===== src/sv/lmc_pkg.sv =====
// Shared constants, codes, control structs and constant tables of the chorus core.
// No dependencies; used by lmc_seq, lmc_dp, lfo_modulated_chorus_core and lmc_checker.
package lmc_pkg;

	// Sizes
	localparam int DELAY_DEPTH_DEF = 1024;
	localparam int MAX_VOICES      = 4;
	localparam int SINE_ENTRIES    = 256;
	localparam int SINE_BITS       = $clog2(SINE_ENTRIES);
	localparam int VOICE_W         = $clog2(MAX_VOICES);
	localparam int VCNT_W          = $clog2(MAX_VOICES + 1);

	// Field and register widths
	localparam int SAMPLE_W   = 16;
	localparam int INC_W      = 32;
	localparam int PHASE_W    = 32;
	localparam int DEPTH_W    = 9;
	localparam int MIX_W      = 16;
	localparam int VC_W       = 3;
	localparam int CFG_IDX_W  = 2;
	localparam int CFG_DATA_W = 32;

	// Datapath widths and shifts
	localparam int DLY_W      = DEPTH_W + 1;   // depth*(1+sin) tops out at 1021
	localparam int DELAY_FRAC = 15;
	localparam int ACC_W      = SAMPLE_W + VOICE_W;
	localparam int MUL_W      = 26;
	localparam int PROD_W     = 2 * MUL_W;
	localparam int DRY_W      = 33;
	localparam int TERM_W     = 38;
	localparam int SCALE_SH   = 16;
	localparam int BIAS_SH    = 17;            // keeps the pre-divide value positive
	localparam int MB_W       = 21;
	localparam int RECIP_SH   = 24;
	localparam int RECIP_W    = RECIP_SH + 1;

	// Register indexes
	localparam logic [CFG_IDX_W-1:0] REG_LFO_INC = 2'd0;
	localparam logic [CFG_IDX_W-1:0] REG_DEPTH   = 2'd1;
	localparam logic [CFG_IDX_W-1:0] REG_MIX     = 2'd2;
	localparam logic [CFG_IDX_W-1:0] REG_VOICES  = 2'd3;

	// Register reset values
	localparam logic [INC_W-1:0]   RST_LFO_INC = 32'd146087;
	localparam logic [DEPTH_W-1:0] RST_DEPTH   = 9'd88;
	localparam logic [MIX_W-1:0]   RST_MIX     = 16'd32768;
	localparam logic [VC_W-1:0]    RST_VOICES  = 3'd2;

	// Datapath operations
	localparam int OP_W = 4;
	localparam logic [OP_W-1:0] OP_NOP   = 4'd0;
	localparam logic [OP_W-1:0] OP_LOAD  = 4'd1;
	localparam logic [OP_W-1:0] OP_PHASE = 4'd2;
	localparam logic [OP_W-1:0] OP_SINE  = 4'd3;
	localparam logic [OP_W-1:0] OP_DMUL  = 4'd4;
	localparam logic [OP_W-1:0] OP_ADDR  = 4'd5;
	localparam logic [OP_W-1:0] OP_ACC   = 4'd6;
	localparam logic [OP_W-1:0] OP_DRY   = 4'd7;
	localparam logic [OP_W-1:0] OP_WET   = 4'd8;
	localparam logic [OP_W-1:0] OP_SUM   = 4'd9;
	localparam logic [OP_W-1:0] OP_RMUL  = 4'd10;
	localparam logic [OP_W-1:0] OP_OUT   = 4'd11;

	// Sequencer jump kinds
	localparam int JMP_W = 2;
	localparam logic [JMP_W-1:0] J_NEXT    = 2'd0;
	localparam logic [JMP_W-1:0] J_WAIT_IN = 2'd1;
	localparam logic [JMP_W-1:0] J_LOOP    = 2'd2;
	localparam logic [JMP_W-1:0] J_FINAL   = 2'd3;

	// Program steps
	localparam int STEP_W = 4;
	localparam logic [STEP_W-1:0] ST_WAIT  = 4'd0;
	localparam logic [STEP_W-1:0] ST_PHASE = 4'd1;
	localparam logic [STEP_W-1:0] ST_SINE  = 4'd2;
	localparam logic [STEP_W-1:0] ST_DMUL  = 4'd3;
	localparam logic [STEP_W-1:0] ST_ADDR  = 4'd4;
	localparam logic [STEP_W-1:0] ST_ACC   = 4'd5;
	localparam logic [STEP_W-1:0] ST_DRY   = 4'd6;
	localparam logic [STEP_W-1:0] ST_WET   = 4'd7;
	localparam logic [STEP_W-1:0] ST_SUM   = 4'd8;
	localparam logic [STEP_W-1:0] ST_RMUL  = 4'd9;
	localparam logic [STEP_W-1:0] ST_OUT   = 4'd10;

	// One microcode word
	typedef struct packed {
		logic [OP_W-1:0]   op;
		logic [JMP_W-1:0]  jmp;
		logic [STEP_W-1:0] target;
	} uword_t;

	// Sequencer to datapath control
	typedef struct packed {
		logic               idle;
		logic [OP_W-1:0]    op;
		logic [VOICE_W-1:0] voice;
	} ctrl_t;

	typedef logic [SINE_ENTRIES-1:0][SAMPLE_W-1:0] sine_tab_t;
	typedef logic [MAX_VOICES-1:0][MAX_VOICES-1:0][PHASE_W-1:0] offset_tab_t;
	typedef logic [MAX_VOICES-1:0][RECIP_W-1:0] recip_tab_t;

	// Q1.15 sine of entry k: quarter-wave fold, Q30 Taylor series, round to Q15
	function automatic logic [SAMPLE_W-1:0] sine_entry(input int k);
		logic [63:0] f;
		logic [63:0] x;
		logic [63:0] x2;
		logic [63:0] t;
		logic [63:0] s;
		logic [63:0] r;
		logic        neg;
		f   = (64'(k) << 32) / SINE_ENTRIES;
		neg = 1'b0;
		if (f >= 64'h8000_0000) begin
			neg = 1'b1;
			f   = f - 64'h8000_0000;
		end
		if (f > 64'h4000_0000)
			f = 64'h8000_0000 - f;
		x  = (f * 64'd3373259426) >> 31;
		x2 = (x * x) >> 30;
		t  = 64'd1073741824;
		t  = 64'd1073741824 - (((x2 * t) >> 30) / 110);
		t  = 64'd1073741824 - (((x2 * t) >> 30) / 72);
		t  = 64'd1073741824 - (((x2 * t) >> 30) / 42);
		t  = 64'd1073741824 - (((x2 * t) >> 30) / 20);
		t  = 64'd1073741824 - (((x2 * t) >> 30) / 6);
		s  = (x * t) >> 30;
		r  = (s + 64'd16384) >> 15;
		if (r > 64'd32767)
			r = 64'd32767;
		return neg ? 16'(64'd0 - r) : r[15:0];
	endfunction

	function automatic sine_tab_t build_sine();
		sine_tab_t tab;
		for (int k = 0; k < SINE_ENTRIES; k++)
			tab[k] = sine_entry(k);
		return tab;
	endfunction

	// Voice phase offsets, floor(i * 2^32 / v)
	localparam logic [PHASE_W-1:0] PH_QUARTER    = 32'h4000_0000;
	localparam logic [PHASE_W-1:0] PH_HALF       = 32'h8000_0000;
	localparam logic [PHASE_W-1:0] PH_3QUARTER   = 32'hC000_0000;
	localparam logic [PHASE_W-1:0] PH_THIRD      = PHASE_W'((64'd1 << 32) / 64'd3);
	localparam logic [PHASE_W-1:0] PH_TWO_THIRDS = PHASE_W'((64'd2 << 32) / 64'd3);

	// Reciprocals ceil(2^RECIP_SH / v): exact floor divide over the biased range
	localparam logic [RECIP_W-1:0] RECIP_1 = RECIP_W'(64'd1 << RECIP_SH);
	localparam logic [RECIP_W-1:0] RECIP_2 = RECIP_W'(((64'd1 << RECIP_SH) + 64'd1) / 64'd2);
	localparam logic [RECIP_W-1:0] RECIP_3 = RECIP_W'(((64'd1 << RECIP_SH) + 64'd2) / 64'd3);
	localparam logic [RECIP_W-1:0] RECIP_4 = RECIP_W'(((64'd1 << RECIP_SH) + 64'd3) / 64'd4);

	localparam sine_tab_t   SINE_ROM   = build_sine();

	// Row v-1, column i
	localparam offset_tab_t OFFSET_TAB = '{
		'{PH_3QUARTER, PH_HALF,       PH_QUARTER, '0},
		'{'0,          PH_TWO_THIRDS, PH_THIRD,   '0},
		'{'0,          '0,            PH_HALF,    '0},
		'{'0,          '0,            '0,         '0}
	};

	// Entry v-1
	localparam recip_tab_t  RECIP_TAB  = '{RECIP_4, RECIP_3, RECIP_2, RECIP_1};

endpackage


===== src/sv/lmc_seq.sv =====
// Microcode sequencer of the chorus core: step counter, program ROM, voice loop.
// Depends on lmc_pkg for opcodes, jump kinds, step codes and structs.
module lmc_seq (
	input  logic                       clk,
	input  logic                       arst_n,
	input  logic                       in_valid,
	input  logic                       out_busy,
	input  logic [lmc_pkg::VCNT_W-1:0] v,
	output lmc_pkg::ctrl_t             ctrl
);

	// Program: wait, per-voice tap loop, mix and scale, deliver
	function automatic lmc_pkg::uword_t ucode_rom(input logic [lmc_pkg::STEP_W-1:0] step);
		lmc_pkg::uword_t w;
		case (step)
			lmc_pkg::ST_WAIT:  w = '{lmc_pkg::OP_LOAD,  lmc_pkg::J_WAIT_IN, lmc_pkg::ST_WAIT};
			lmc_pkg::ST_PHASE: w = '{lmc_pkg::OP_PHASE, lmc_pkg::J_NEXT,    lmc_pkg::ST_WAIT};
			lmc_pkg::ST_SINE:  w = '{lmc_pkg::OP_SINE,  lmc_pkg::J_NEXT,    lmc_pkg::ST_WAIT};
			lmc_pkg::ST_DMUL:  w = '{lmc_pkg::OP_DMUL,  lmc_pkg::J_NEXT,    lmc_pkg::ST_WAIT};
			lmc_pkg::ST_ADDR:  w = '{lmc_pkg::OP_ADDR,  lmc_pkg::J_NEXT,    lmc_pkg::ST_WAIT};
			lmc_pkg::ST_ACC:   w = '{lmc_pkg::OP_ACC,   lmc_pkg::J_LOOP,    lmc_pkg::ST_PHASE};
			lmc_pkg::ST_DRY:   w = '{lmc_pkg::OP_DRY,   lmc_pkg::J_NEXT,    lmc_pkg::ST_WAIT};
			lmc_pkg::ST_WET:   w = '{lmc_pkg::OP_WET,   lmc_pkg::J_NEXT,    lmc_pkg::ST_WAIT};
			lmc_pkg::ST_SUM:   w = '{lmc_pkg::OP_SUM,   lmc_pkg::J_NEXT,    lmc_pkg::ST_WAIT};
			lmc_pkg::ST_RMUL:  w = '{lmc_pkg::OP_RMUL,  lmc_pkg::J_NEXT,    lmc_pkg::ST_WAIT};
			lmc_pkg::ST_OUT:   w = '{lmc_pkg::OP_OUT,   lmc_pkg::J_FINAL,   lmc_pkg::ST_WAIT};
			default:           w = '{lmc_pkg::OP_NOP,   lmc_pkg::J_FINAL,   lmc_pkg::ST_WAIT};
		endcase
		return w;
	endfunction

	logic [lmc_pkg::STEP_W-1:0]  step_q;
	logic [lmc_pkg::STEP_W-1:0]  step_nxt;
	logic [lmc_pkg::VOICE_W-1:0] voice_q;
	logic [lmc_pkg::OP_W-1:0]    op_eff;
	logic                        more;
	lmc_pkg::uword_t             uw;

	assign uw   = ucode_rom(step_q);
	assign more = (lmc_pkg::VCNT_W'(voice_q) + lmc_pkg::VCNT_W'(1)) < v;

	// Next step and gated op
	always_comb begin
		op_eff   = uw.op;
		step_nxt = step_q + lmc_pkg::STEP_W'(1);
		case (uw.jmp)
			lmc_pkg::J_WAIT_IN: begin
				if (!in_valid) begin
					op_eff   = lmc_pkg::OP_NOP;
					step_nxt = step_q;
				end
			end
			lmc_pkg::J_LOOP: begin
				if (more)
					step_nxt = uw.target;
			end
			lmc_pkg::J_FINAL: begin
				if (out_busy) begin
					op_eff   = lmc_pkg::OP_NOP;
					step_nxt = step_q;
				end else begin
					step_nxt = uw.target;
				end
			end
			default: begin
			end
		endcase
	end

	// Step counter and voice counter
	always_ff @(posedge clk or negedge arst_n) begin
		if (!arst_n) begin
			step_q  <= lmc_pkg::ST_WAIT;
			voice_q <= '0;
		end else begin
			step_q <= step_nxt;
			if (op_eff == lmc_pkg::OP_LOAD)
				voice_q <= '0;
			else if (op_eff == lmc_pkg::OP_ACC && more)
				voice_q <= voice_q + lmc_pkg::VOICE_W'(1);
		end
	end

	assign ctrl.idle  = (uw.jmp == lmc_pkg::J_WAIT_IN);
	assign ctrl.op    = op_eff;
	assign ctrl.voice = voice_q;

endmodule


===== config.mk =====
export PLATFORM = sky130hd
export DESIGN_NAME = lmc_seq
export DESIGN_NICKNAME = d
export VERILOG_FILES = /design/src/sv/lmc_pkg.sv /design/src/sv/lmc_seq.sv
export SDC_FILE = /design/constraint.sdc
export NUM_CORES = 1
export LEC_CHECK = 0
export ABC_AREA = 1
export BUFFER_PORTS_ARGS = -buffer_cell sky130_fd_sc_hd__buf_2
export CAP_MARGIN = 40
export CORE_AREA = 4 4 41 43
export CTS_BUF_LIST = sky130_fd_sc_hd__clkbuf_4 sky130_fd_sc_hd__clkbuf_8 sky130_fd_sc_hd__clkbuf_16
export DETAILED_ROUTE_END_ITERATION = 8
export DIE_AREA = 0 0 45 47
export GPL_ROUTABILITY_DRIVEN = 0
export GPL_TIMING_DRIVEN = 0
export PLACE_DENSITY = 0.77
export REMOVE_ABC_BUFFERS = 1
export SYNTH_ARGS = -nofsm -noshare
export SYNTH_HDL_FRONTEND = slang
export SYNTH_SLANG_ARGS = --single-unit
export TNS_END_PERCENT = 30

===== constraint.sdc =====
create_clock -name clk -period 4.1 [get_ports clk]
set_clock_uncertainty 0.05 [all_clocks]
set_input_delay 0.82 -clock clk [delete_from_list [all_inputs] [get_ports clk]]
set_output_delay 0.82 -clock clk [all_outputs]
set_load 0.03 [all_outputs]

==> results.sh, run 1 <==
export IMPL_worstReg2RegStart="voice_q[0]"
export IMPL_numClockSinks=6
export IMPL_post_drt_via_cell_ratio=4.91
export IMPL_num_nets_final=128
export IMPL_yosysTopAreaCellShare_pct=21.5
export IMPL_timing_max_cap_violations=0
export IMPL_rrSetupSlack_ns=2.28
export IMPL_main_flop_type_after_synthesis="dfrtp_1"
export IMPL_worst_r2r_cell_count=8
export IMPL_cts_buffers=3
export IMPL_grt_pass1_wl_um=2180
export IMPL_clock_latency_ns=0.23
export IMPL_post_route_period_util_pct=68.7
export IMPL_cts_path_max_buffers=2
export IMPL_num_rows=13
export IMPL_cts_resized=0
export IMPL_synth_avg_cell_area_um2=7.29
export IMPL_grt_total_usage_pct=13.8
export IMPL_grt_antenna_before_repair=0
export IMPL_syn_inst=96
export IMPL_timing_critical_path_to="ctrl[4]"
export IMPL_post_drt_wl_per_cell_um=10.7
export IMPL_fmaxAchievable_mhz=355
export IMPL_maximum_number_of_pins_on_one_net_before_global_route_repair=13
export IMPL_synth_async_sr_flop_share_pct=100
export IMPL_routed_wirelength_um=1330
export IMPL_drive_gt1_share_pct=31.8
export IMPL_critical_path_top_cell_by_count="nand2_2"
export IMPL_syn2layout_area_growth_pct=10.7
export IMPL_synth_simple_gate_area_share_pct=39.5
export IMPL_rsz0062_at_grt="false"
export IMPL_detailed_place_hpwl_um=1140
export IMPL_die_area_um2=2120
export IMPL_flop_and_latch_count_out_of_synthesis=6
export IMPL_placeableCoreArea_um2=1300
export IMPL_worst_path_max_delay_cell="dfrtp_1"
export IMPL_floorplan_die_height_um=47
export IMPL_ant_nets=0
export IMPL_largest_family_of_logic_cells_by_synthesized_area="simple AND/OR/NAND/NOR gates"
export IMPL_timing_slew_headroom_pct=73.9
export IMPL_synth_edf_count=0
export IMPL_hold_viol=0
export IMPL_timing_critical_path_buf_inv=3
export IMPL_floorplan_initialDensity_pct=53.8
export IMPL_path_length_in_cells_of_the_critical_path=10
export IMPL_critical_path_cell_chain="inv_1 -> ha_1 -> nand2_2 -> nand2_2 -> nand2_2 -> nand2_2 -> nand2_4 -> inv_2 -> nor3_1 -> buf_2"
export IMPL_critPathLaunch="step_q[1]"
export IMPL_grt_overflow_total=0
export IMPL_main_area_contributors_after_synthesis="dfrtp_1 21%, ha_1 16%, nand2_2 8.9%"
export IMPL_slew_viol_final=0
export IMPL_critical_path_endpoint_type="output port"
export IMPL_yosysSeqAreaShare_pct=21.5
export IMPL_synth_area_mux_share_pct=0
export IMPL_timing_critical_path_from_type="register"
export IMPL_vias=614
export IMPL_worst_r2r_endpoint="voice_q[0]"
export IMPL_cp_top_family="simple AND/OR/NAND/NOR gates"
export IMPL_yosys_area_share_adder_pct=16.1
export IMPL_most_numerous_cell_types_in_the_synthesized_netlist="15 x inv_1, 15 x nand2_1, 11 x nand3_1"
export IMPL_worstMarginPinSlew_ns=0.392
export IMPL_critPathMaxFanout=12
export IMPL_cts_tree="built"
export IMPL_ctsHoldBuffers=0
export IMPL_arrival_ns=1.95
export IMPL_dr_first_iter_drc_count=10
export IMPL_critPathKind="reg2out"
export IMPL_die_w_um=45
export IMPL_drc=0
export IMPL_yosys_warnings=0
export IMPL_placement_io_buffers=13
export IMPL_cts_setup_buffers=0
export IMPL_worst_hold_path_type="in2async"
export IMPL_synth_xor_area_share_pct=0
export IMPL_setup_tns_final_ns=0
export IMPL_final_report_setup_violation_count=0
export IMPL_depth_of_the_cts_h_tree=1
export IMPL_ioPinCount=14
export IMPL_final_min_clock_period_ns=2.82
export IMPL_run_status="completed"
export IMPL_max_stage_delay_ns=0.42
export IMPL_dr_pass1_iters=4
export IMPL_cts_root_buf="clkbuf_4"
export IMPL_num_antenna_cells=0
export IMPL_netlist_cell_type_count=22
export IMPL_cp_data_required_time_ns=3.23
export IMPL_clk_pin_slew_ns=0.04
export IMPL_vias_in_the_first_global_route=558
export IMPL_compound_gate_portion_of_the_synthesized_area_pct=7.51
export IMPL_syn_cell_area_um2=699
export IMPL_synthDominantAreaCellType="dfrtp_1"
[metal layers]
| metal | up-vias | share of wire (%) | GRT usage (%) |
|---|---|---|---|
| met5 | - | 0 | 0 |
| met1 | 263 | 45 | 16.9 |
| li1 | 340 | - | - |
| met2 | 11 | 51 | 24.9 |
| met4 | 0 | 0 | 5.26 |
| met3 | 0 | 3.8 | 1.15 |
[cells in the final DEF (no fill, tap or decap), types with 4 or more instances in the layout]
master    n
inv_1    15
nand2_1  15
buf_2    13
nand3_1  11
nand2_2  10
ha_1      9
nor2_1    6
dfrtp_1   6
nand4_1   4
[per-stage QoR]
step,cell area (µm²),instances,setup slack (ns),utilization [%],hold WS [ns]
detailed placement,752,122,1.46,57.8,0.492
floorplan,668,94,1.40,-,0.474
finish,774,125,1.28,59.5,0.346
CTS,774,125,1.28,59.5,0.338
global placement,752,122,1.56,57.8,0.485
global route,774,125,1.17,59.5,0.335
[kinds of logic (layout without fill, tap and decap cells)]
| family | after synthesis | count (layout) |
|---|---|---|
| fa+ha+maj | 9 | 9 |
| buf+inv | 21 | 35 |
| flops | 6 | 6 |
| compound gates | 8 | 8 |
| simple gates | 52 | 52 |
[sequential cells by signal, summed over array words and instances (netlist names)]
signal / cells
voice_q: 2
step_q: 4
[cell type report]
class | instances | area (µm²)
clock buffer | 3 | 22.5
fill | 131 | 527
inverter | 19 | 76.3
multi-input combinational | 69 | 442
sequential | 6 | 150
tap | 15 | 18.8
timing repair buffer | 13 | 65.1
[how the worst min path moves through the flow]
stage                           from  slack (ns)  depth (start not counted)          to
after floorplan               arst_n        0.47                          0   step_q[0]
after global placement    voice_q[1]        0.48                          2  voice_q[1]
after detailed placement  voice_q[1]        0.49                          2  voice_q[1]
after CTS                     arst_n        0.34                          1  voice_q[1]
after global routing          arst_n        0.34                          1  voice_q[1]
final                         arst_n        0.35                          1  voice_q[1]
Power of run 1 is not shown: default switching activity piles up to over one toggle a cycle in this logic, so the estimate is an artifact.
==> inputs of run 2 (changes only) <==
--- a/config.mk
+++ b/config.mk
@@ -8,10 +8,10 @@
 export ABC_AREA = 1
 export BUFFER_PORTS_ARGS = -buffer_cell sky130_fd_sc_hd__buf_2
 export CAP_MARGIN = 40
-export CORE_AREA = 4 4 41 43
+export CORE_MARGIN = 4
+export CORE_UTILIZATION = 53
 export CTS_BUF_LIST = sky130_fd_sc_hd__clkbuf_4 sky130_fd_sc_hd__clkbuf_8 sky130_fd_sc_hd__clkbuf_16
 export DETAILED_ROUTE_END_ITERATION = 8
-export DIE_AREA = 0 0 45 47
 export GPL_ROUTABILITY_DRIVEN = 0
 export GPL_TIMING_DRIVEN = 0
 export PLACE_DENSITY = 0.77
==> constraint.sdc (replaced) <==
create_clock -name clk -period 2.8 [get_ports clk]
set_clock_uncertainty 0.05 [all_clocks]
set_input_delay 0.56 -clock clk [delete_from_list [all_inputs] [get_ports clk]]
set_output_delay 0.56 -clock clk [all_outputs]
set_load 0.03 [all_outputs]
==> run 2 against run 1 <==
Register-to-register slack got worse by 1.3 ns. Flip-flop and latch count did not move. Highest routed layer is now met4. Non-clock buffer count did not move. Wire length fell by 3.2%. Clock-buffer cell count did not move. Global-route usage rose by 2.8 points. Critical path depth did not move. Critical path type unchanged.
==> results.sh, run 2 (synthesis gave the netlist of run 1 again) <==
export IMPL_detailed_place_hpwl_um=1080
export IMPL_ctsHoldBuffers=0
export IMPL_dpl_cell_area_um2=751
export IMPL_setup_slack_at_placement_ns=0.625
export IMPL_reg_largest_list="step_q: 4 flops, voice_q: 2 flops"
export IMPL_syn2layout_area_growth_pct=10.6
export IMPL_drive_gt1_share_pct=31.8
export IMPL_worst_r2r_endpoint="voice_q[0]"
export IMPL_max_flop_register="step_q"
export IMPL_cts_resized=0
export IMPL_post_drt_via_cell_ratio=5.10
export IMPL_worst_path_max_delay_cell="dfrtp_1"
export IMPL_dr_pass1_iters=4
export IMPL_dpl_cell_count=121
export IMPL_layout_common_cells="15 x inv_1, 15 x nand2_1, 13 x buf_2"
export IMPL_dr_first_iter_drc_count=13
export IMPL_arrival_ns=1.81
export IMPL_final_area_um2=773
export IMPL_grt_pass1_wl_um=2360
export IMPL_vias=633
export IMPL_timing_slew_headroom_pct=73.9
export IMPL_grt_antenna_before_repair=0
export IMPL_routed_wirelength_um=1290
export IMPL_clk_pin_slew_ns=0.04
export IMPL_cts_path_max_buffers=2
export IMPL_cp_data_required_time_ns=2.19
export IMPL_hold_viol=0
export IMPL_cts_tree="built"
export IMPL_setup_tns_final_ns=0
export IMPL_worstMarginPinSlew_ns=0.391
export IMPL_final_instance_count_excl_fill=124
export IMPL_placeableCoreArea_um2=1170
export IMPL_ant_nets=0
export IMPL_final_report_setup_violation_count=0
export IMPL_num_rows=12
export IMPL_grt_overflow_total=0
export IMPL_num_nets_final=128
export IMPL_numClockSinks=6
export IMPL_post_drt_wl_per_cell_um=10.4
export IMPL_timing_critical_path_from_type="register"
export IMPL_largest_register_ff_count=4
export IMPL_num_antenna_cells=0
export IMPL_worst_r2r_cell_count=8
export IMPL_worst_hold_path_type="in2async"
export IMPL_floorplan_initialDensity_pct=59.7
export IMPL_maximum_number_of_pins_on_one_net_before_global_route_repair=13
export IMPL_rsz0062_at_grt="false"
export IMPL_critPathMaxFanout=12
export IMPL_placement_io_buffers=13
export IMPL_slew_viol_final=0
export IMPL_cts_setup_buffers=0
export IMPL_critPathLaunch="step_q[1]"
export IMPL_die_w_um=44.3
export IMPL_floorplan_die_height_um=44.3
export IMPL_drc=0
export IMPL_cts_buffers=3
export IMPL_grt_total_usage_pct=16.6
export IMPL_post_route_period_util_pct=86.5
export IMPL_finalWorstSetupSlack_ns=0.377
export IMPL_ioPinCount=14
export IMPL_critical_path_endpoint_type="output port"
export IMPL_timing_max_cap_violations=0
export IMPL_cts_root_buf="clkbuf_4"
export IMPL_die_area_um2=1960
export IMPL_depth_of_the_cts_h_tree=1
export IMPL_rrSetupSlack_ns=0.98
export IMPL_critical_path_cell_chain="inv_1 -> ha_1 -> nand2_2 -> nand2_2 -> nand2_2 -> nand2_2 -> nand2_4 -> inv_2 -> nor3_1 -> buf_2"
export IMPL_max_stage_delay_ns=0.43
export IMPL_clock_latency_ns=0.24
export IMPL_final_min_clock_period_ns=2.42
export IMPL_critPathKind="reg2out"
export IMPL_count_of_fill_cells_added_during_filler_insertion=95
export IMPL_critical_path_top_cell_by_count="nand2_2"
export IMPL_worstReg2RegStart="voice_q[0]"
export IMPL_run_status="completed"
export IMPL_fmaxAchievable_mhz=413
export IMPL_vias_in_the_first_global_route=577
run 2: cell counts in the layout (fill, tap and decap cells not counted):
No cell type changed its count.
run 2: worst max path at each step:
stage	to	slack [ns]	depth (start not counted)
after floorplan	ctrl[4]	0.43	9
after global placement	ctrl[4]	0.65	10
after detailed placement	ctrl[4]	0.63	10
after CTS	ctrl[4]	0.37	10
after global routing	ctrl[4]	0.19	10
final	ctrl[4]	0.38	10
run 2: final cells by class:
cell class              count  area, µm²  share of cell area, %
inverters                  19       76.3                   9.87
clock buffers               3       22.5                   2.91
flip-flops and latches      6        150                   19.4
well taps                  14       17.5                   2.27
multi-input cells          69        442                   57.1
repair buffers             13       65.1                   8.41
run 2: metrics by stage:
| step | hold WS (ns) | utilization, % |
|---|---|---|
| 3_3_place_gp | 0.331 | 64.1 |
| 5_1_grt | 0.0652 | 66.0 |
| 6_report | 0.0818 | 66.0 |
| 3_5_place_dp | 0.331 | 64.1 |
| 2_1_floorplan | 0.214 | - |
| 4_1_cts | 0.0761 | 66.0 |
run 2: critical path: cells and delay by family (launching register included):
| kind | cells | cell delay [ns] |
|---|---|---|
| fa+ha+maj | 1 | 0.20 |
| buf+inv | 3 | 0.41 |
| flops | 1 | 0.43 |
| simple gates | 6 | 0.55 |
run 2: metal layers:
metal / up-vias / track usage (%) / share of wire (%)
li1: 336 / - / -
met1: 282 / 21.7 / 48
met3: 4 / 2.44 / 3.7
met2: 11 / 24.7 / 46
met5: - / 0 / 0
met4: 0 / 11.4 / 2.4
Power of run 2 is left out for the same reason.
==> inputs of run 3 (changes only) <==
--- a/config.mk
+++ b/config.mk
@@ -5,16 +5,17 @@
 export SDC_FILE = /design/constraint.sdc
 export NUM_CORES = 1
 export LEC_CHECK = 0
-export ABC_AREA = 1
 export BUFFER_PORTS_ARGS = -buffer_cell sky130_fd_sc_hd__buf_2
 export CAP_MARGIN = 40
+export CELL_PAD_IN_SITES_DETAIL_PLACEMENT = 1
+export CELL_PAD_IN_SITES_GLOBAL_PLACEMENT = 1
 export CORE_MARGIN = 4
-export CORE_UTILIZATION = 53
+export CORE_UTILIZATION = 37
 export CTS_BUF_LIST = sky130_fd_sc_hd__clkbuf_4 sky130_fd_sc_hd__clkbuf_8 sky130_fd_sc_hd__clkbuf_16
 export DETAILED_ROUTE_END_ITERATION = 8
 export GPL_ROUTABILITY_DRIVEN = 0
 export GPL_TIMING_DRIVEN = 0
-export PLACE_DENSITY = 0.77
+export PLACE_DENSITY_LB_ADDON = 0.1
 export REMOVE_ABC_BUFFERS = 1
 export SYNTH_ARGS = -nofsm -noshare
 export SYNTH_HDL_FRONTEND = slang
==> run 3 against run 2 <==
Cell count shrank 14%. Setup slack lost 0.17 ns. Fmax shrank 6.6%. Core utilization shrank 20 points. Die area grew 19%. Sequential share of layout area grew 2.1 points. Highest routed layer is now met3.
==> results.sh, run 3 <==
export IMPL_run_status="completed"
export IMPL_dr_pass1_iters=3
export IMPL_yosysTopAreaCellShare_pct=24.9
export IMPL_syn_cell_area_um2=603
export IMPL_post_drt_via_cell_ratio=5.55
export IMPL_grt_pass1_wl_um=2530
export IMPL_floorplan_initialDensity_pct=39.6
export IMPL_critical_path_endpoint_type="output port"
export IMPL_clock_latency_ns=0.24
export IMPL_floorplan_die_height_um=48.4
export IMPL_grt_overflow_total=0
export IMPL_drc=0
export IMPL_detailed_place_hpwl_um=1130
export IMPL_ant_nets=0
export IMPL_depth_of_the_cts_h_tree=1
export IMPL_final_util_pct=46.1
export IMPL_post_drt_wl_per_cell_um=13.5
export IMPL_most_numerous_cell_types_in_the_synthesized_netlist="9 x ha_1, 8 x a21oi_1, 8 x inv_1, 8 x nor2_1, 6 x dfrtp_1"
export IMPL_final_area_um2=703
export IMPL_yosysSeqAreaShare_pct=24.9
export IMPL_clk_pin_slew_ns=0.05
export IMPL_grt_total_usage_pct=13.2
export IMPL_critPathLaunch="step_q[0]"
export IMPL_largest_register_ff_count=4
export IMPL_final_min_clock_period_ns=2.60
export IMPL_synthMostInstantiatedCell="ha_1"
export IMPL_worst_r2r_cell_count=7
export IMPL_reg_largest_list="step_q: 4 flops, voice_q: 2 flops"
export IMPL_finalWorstSetupSlack_ns=0.205
export IMPL_fmaxAchievable_mhz=385
export IMPL_layout_common_cells="13 x buf_2, 9 x ha_1, 8 x nor2_1, 8 x inv_1, 8 x a21oi_1"
export IMPL_worst_hold_path_type="in2async"
export IMPL_placeableCoreArea_um2=1520
export IMPL_setup_slack_at_placement_ns=0.254
export IMPL_dpl_cell_area_um2=676
export IMPL_placement_io_buffers=13
export IMPL_final_report_setup_violation_count=0
export IMPL_main_flop_type_after_synthesis="dfrtp_1"
export IMPL_routed_wirelength_um=1440
export IMPL_timing_critical_path_buf_inv=2
export IMPL_worst_path_max_delay_cell="dfrtp_1"
export IMPL_netlist_cell_type_count=25
export IMPL_cts_root_buf="clkbuf_4"
export IMPL_ioPinCount=14
export IMPL_path_length_in_cells_of_the_critical_path=7
export IMPL_numClockSinks=6
export IMPL_num_rows=14
export IMPL_rsz0062_at_grt="true"
export IMPL_synth_edf_count=0
export IMPL_cts_path_max_buffers=2
export IMPL_worstReg2RegStart="voice_q[0]"
export IMPL_ctsHoldBuffers=0
export IMPL_max_stage_delay_ns=0.47
export IMPL_worstMarginPinSlew_ns=0.487
export IMPL_die_area_um2=2340
export IMPL_vias_in_the_first_global_route=584
export IMPL_main_area_contributors_after_synthesis="dfrtp_1 25%, ha_1 19%, a21oi_1 6.6%"
export IMPL_critical_path_cell_chain="inv_1 -> ha_1 -> nor3b_1 -> nor2_1 -> nor2_2 -> nor2_1 -> buf_2"
export IMPL_grt_antenna_before_repair=0
export IMPL_die_w_um=48.4
export IMPL_timing_critical_path_to="ctrl[4]"
export IMPL_syn2layout_area_growth_pct=16.6
export IMPL_yosys_warnings=0
export IMPL_flop_and_latch_count_out_of_synthesis=6
export IMPL_cts_tree="built"
export IMPL_synth_avg_cell_area_um2=7.83
export IMPL_timing_max_cap_violations=0
export IMPL_slew_viol_final=0
export IMPL_max_flop_register="step_q"
export IMPL_cp_data_required_time_ns=2.19
export IMPL_worst_r2r_endpoint="voice_q[0]"
export IMPL_syn_inst=77
export IMPL_cts_setup_buffers=0
export IMPL_cp_top_family="simple AND/OR/NAND/NOR gates"
export IMPL_dr_first_iter_drc_count=3
export IMPL_critPathKind="reg2out"
export IMPL_drive_gt1_share_pct=22.0
export IMPL_hold_viol=0
export IMPL_synthDominantAreaCellType="dfrtp_1"
export IMPL_arrival_ns=1.99
export IMPL_post_route_period_util_pct=92.7
export IMPL_num_nets_final=109
export IMPL_cts_buffers=3
export IMPL_maximum_number_of_pins_on_one_net_before_global_route_repair=17
export IMPL_timing_critical_path_from_type="register"
export IMPL_critPathMaxFanout=10
export IMPL_vias=594
export IMPL_timing_slew_headroom_pct=67.5
export IMPL_commonest_non_fill_non_tap_cell_in_the_layout="buf_2"
export IMPL_num_antenna_cells=0
export IMPL_synth_async_sr_flop_share_pct=100
export IMPL_rrSetupSlack_ns=0.32
export IMPL_critical_path_top_cell_by_count="nor2_1"
run 3: changes by cell type in the layout (fill, tap and decap cells not counted), sizes merged, moves of 4 or more:
cell and change:
nand2 -21, nand3 -11, inv -10, a21oi +7
nand4 -4
run 3: how the worst min path moves through the flow:
stage	start	to
2_1_floorplan	arst_n	step_q[0]
3_3_place_gp	arst_n	voice_q[0]
3_5_place_dp	arst_n	voice_q[0]
4_1_cts	arst_n	step_q[3]
5_1_grt	arst_n	step_q[0]
6_report	arst_n	step_q[3]
run 3: logic make-up (layout without fill, tap and decap cells):
kind of cell / after synthesis / after routing / synth area share [%]
AND/OR/NAND/NOR: 27 / 27 / 23.7
AO/OA/AOI/OAI: 22 / 22 / 21.0
buffers and inverters: 10 / 24 / 7.05
adder cells (fa/ha/maj): 9 / 9 / 18.7
flip-flops: 6 / 6 / 24.9
multiplexers: 2 / 2 / 3.32
XOR/XNOR: 1 / 1 / 1.45
run 3: layer usage:
metal	up-vias	track usage [%]	part of all wire, %
met4	0	2.76	0
met3	0	3.99	4.2
met2	11	23.3	53
li1	300	-	-
met5	-	0	0
met1	283	15.4	42
run 3: through the flow:
stage	cells	hold slack [ns]	TNS [ns]
floorplan	75	0.214	0
global route	107	0.0773	-0.151
detailed placement	104	0.345	0
CTS	107	0.0792	0
global placement	104	0.343	0
finish	107	0.0853	0
run 3: area by class of cell:
cell class              count  area, µm²
fillers                   207        821
multi-input cells          61        414
flip-flops and latches      6        151
repair buffers             13       65.1
inverters                   8       30.0
clock buffers               3       22.5
well taps                  16       20.0
run 3: what timing repair did:
item,in CTS,in global routing
setup endpoints to repair,0,4
resized for setup,0,2
hold endpoints to repair,0,0
Power of run 3 is left out for the same reason.
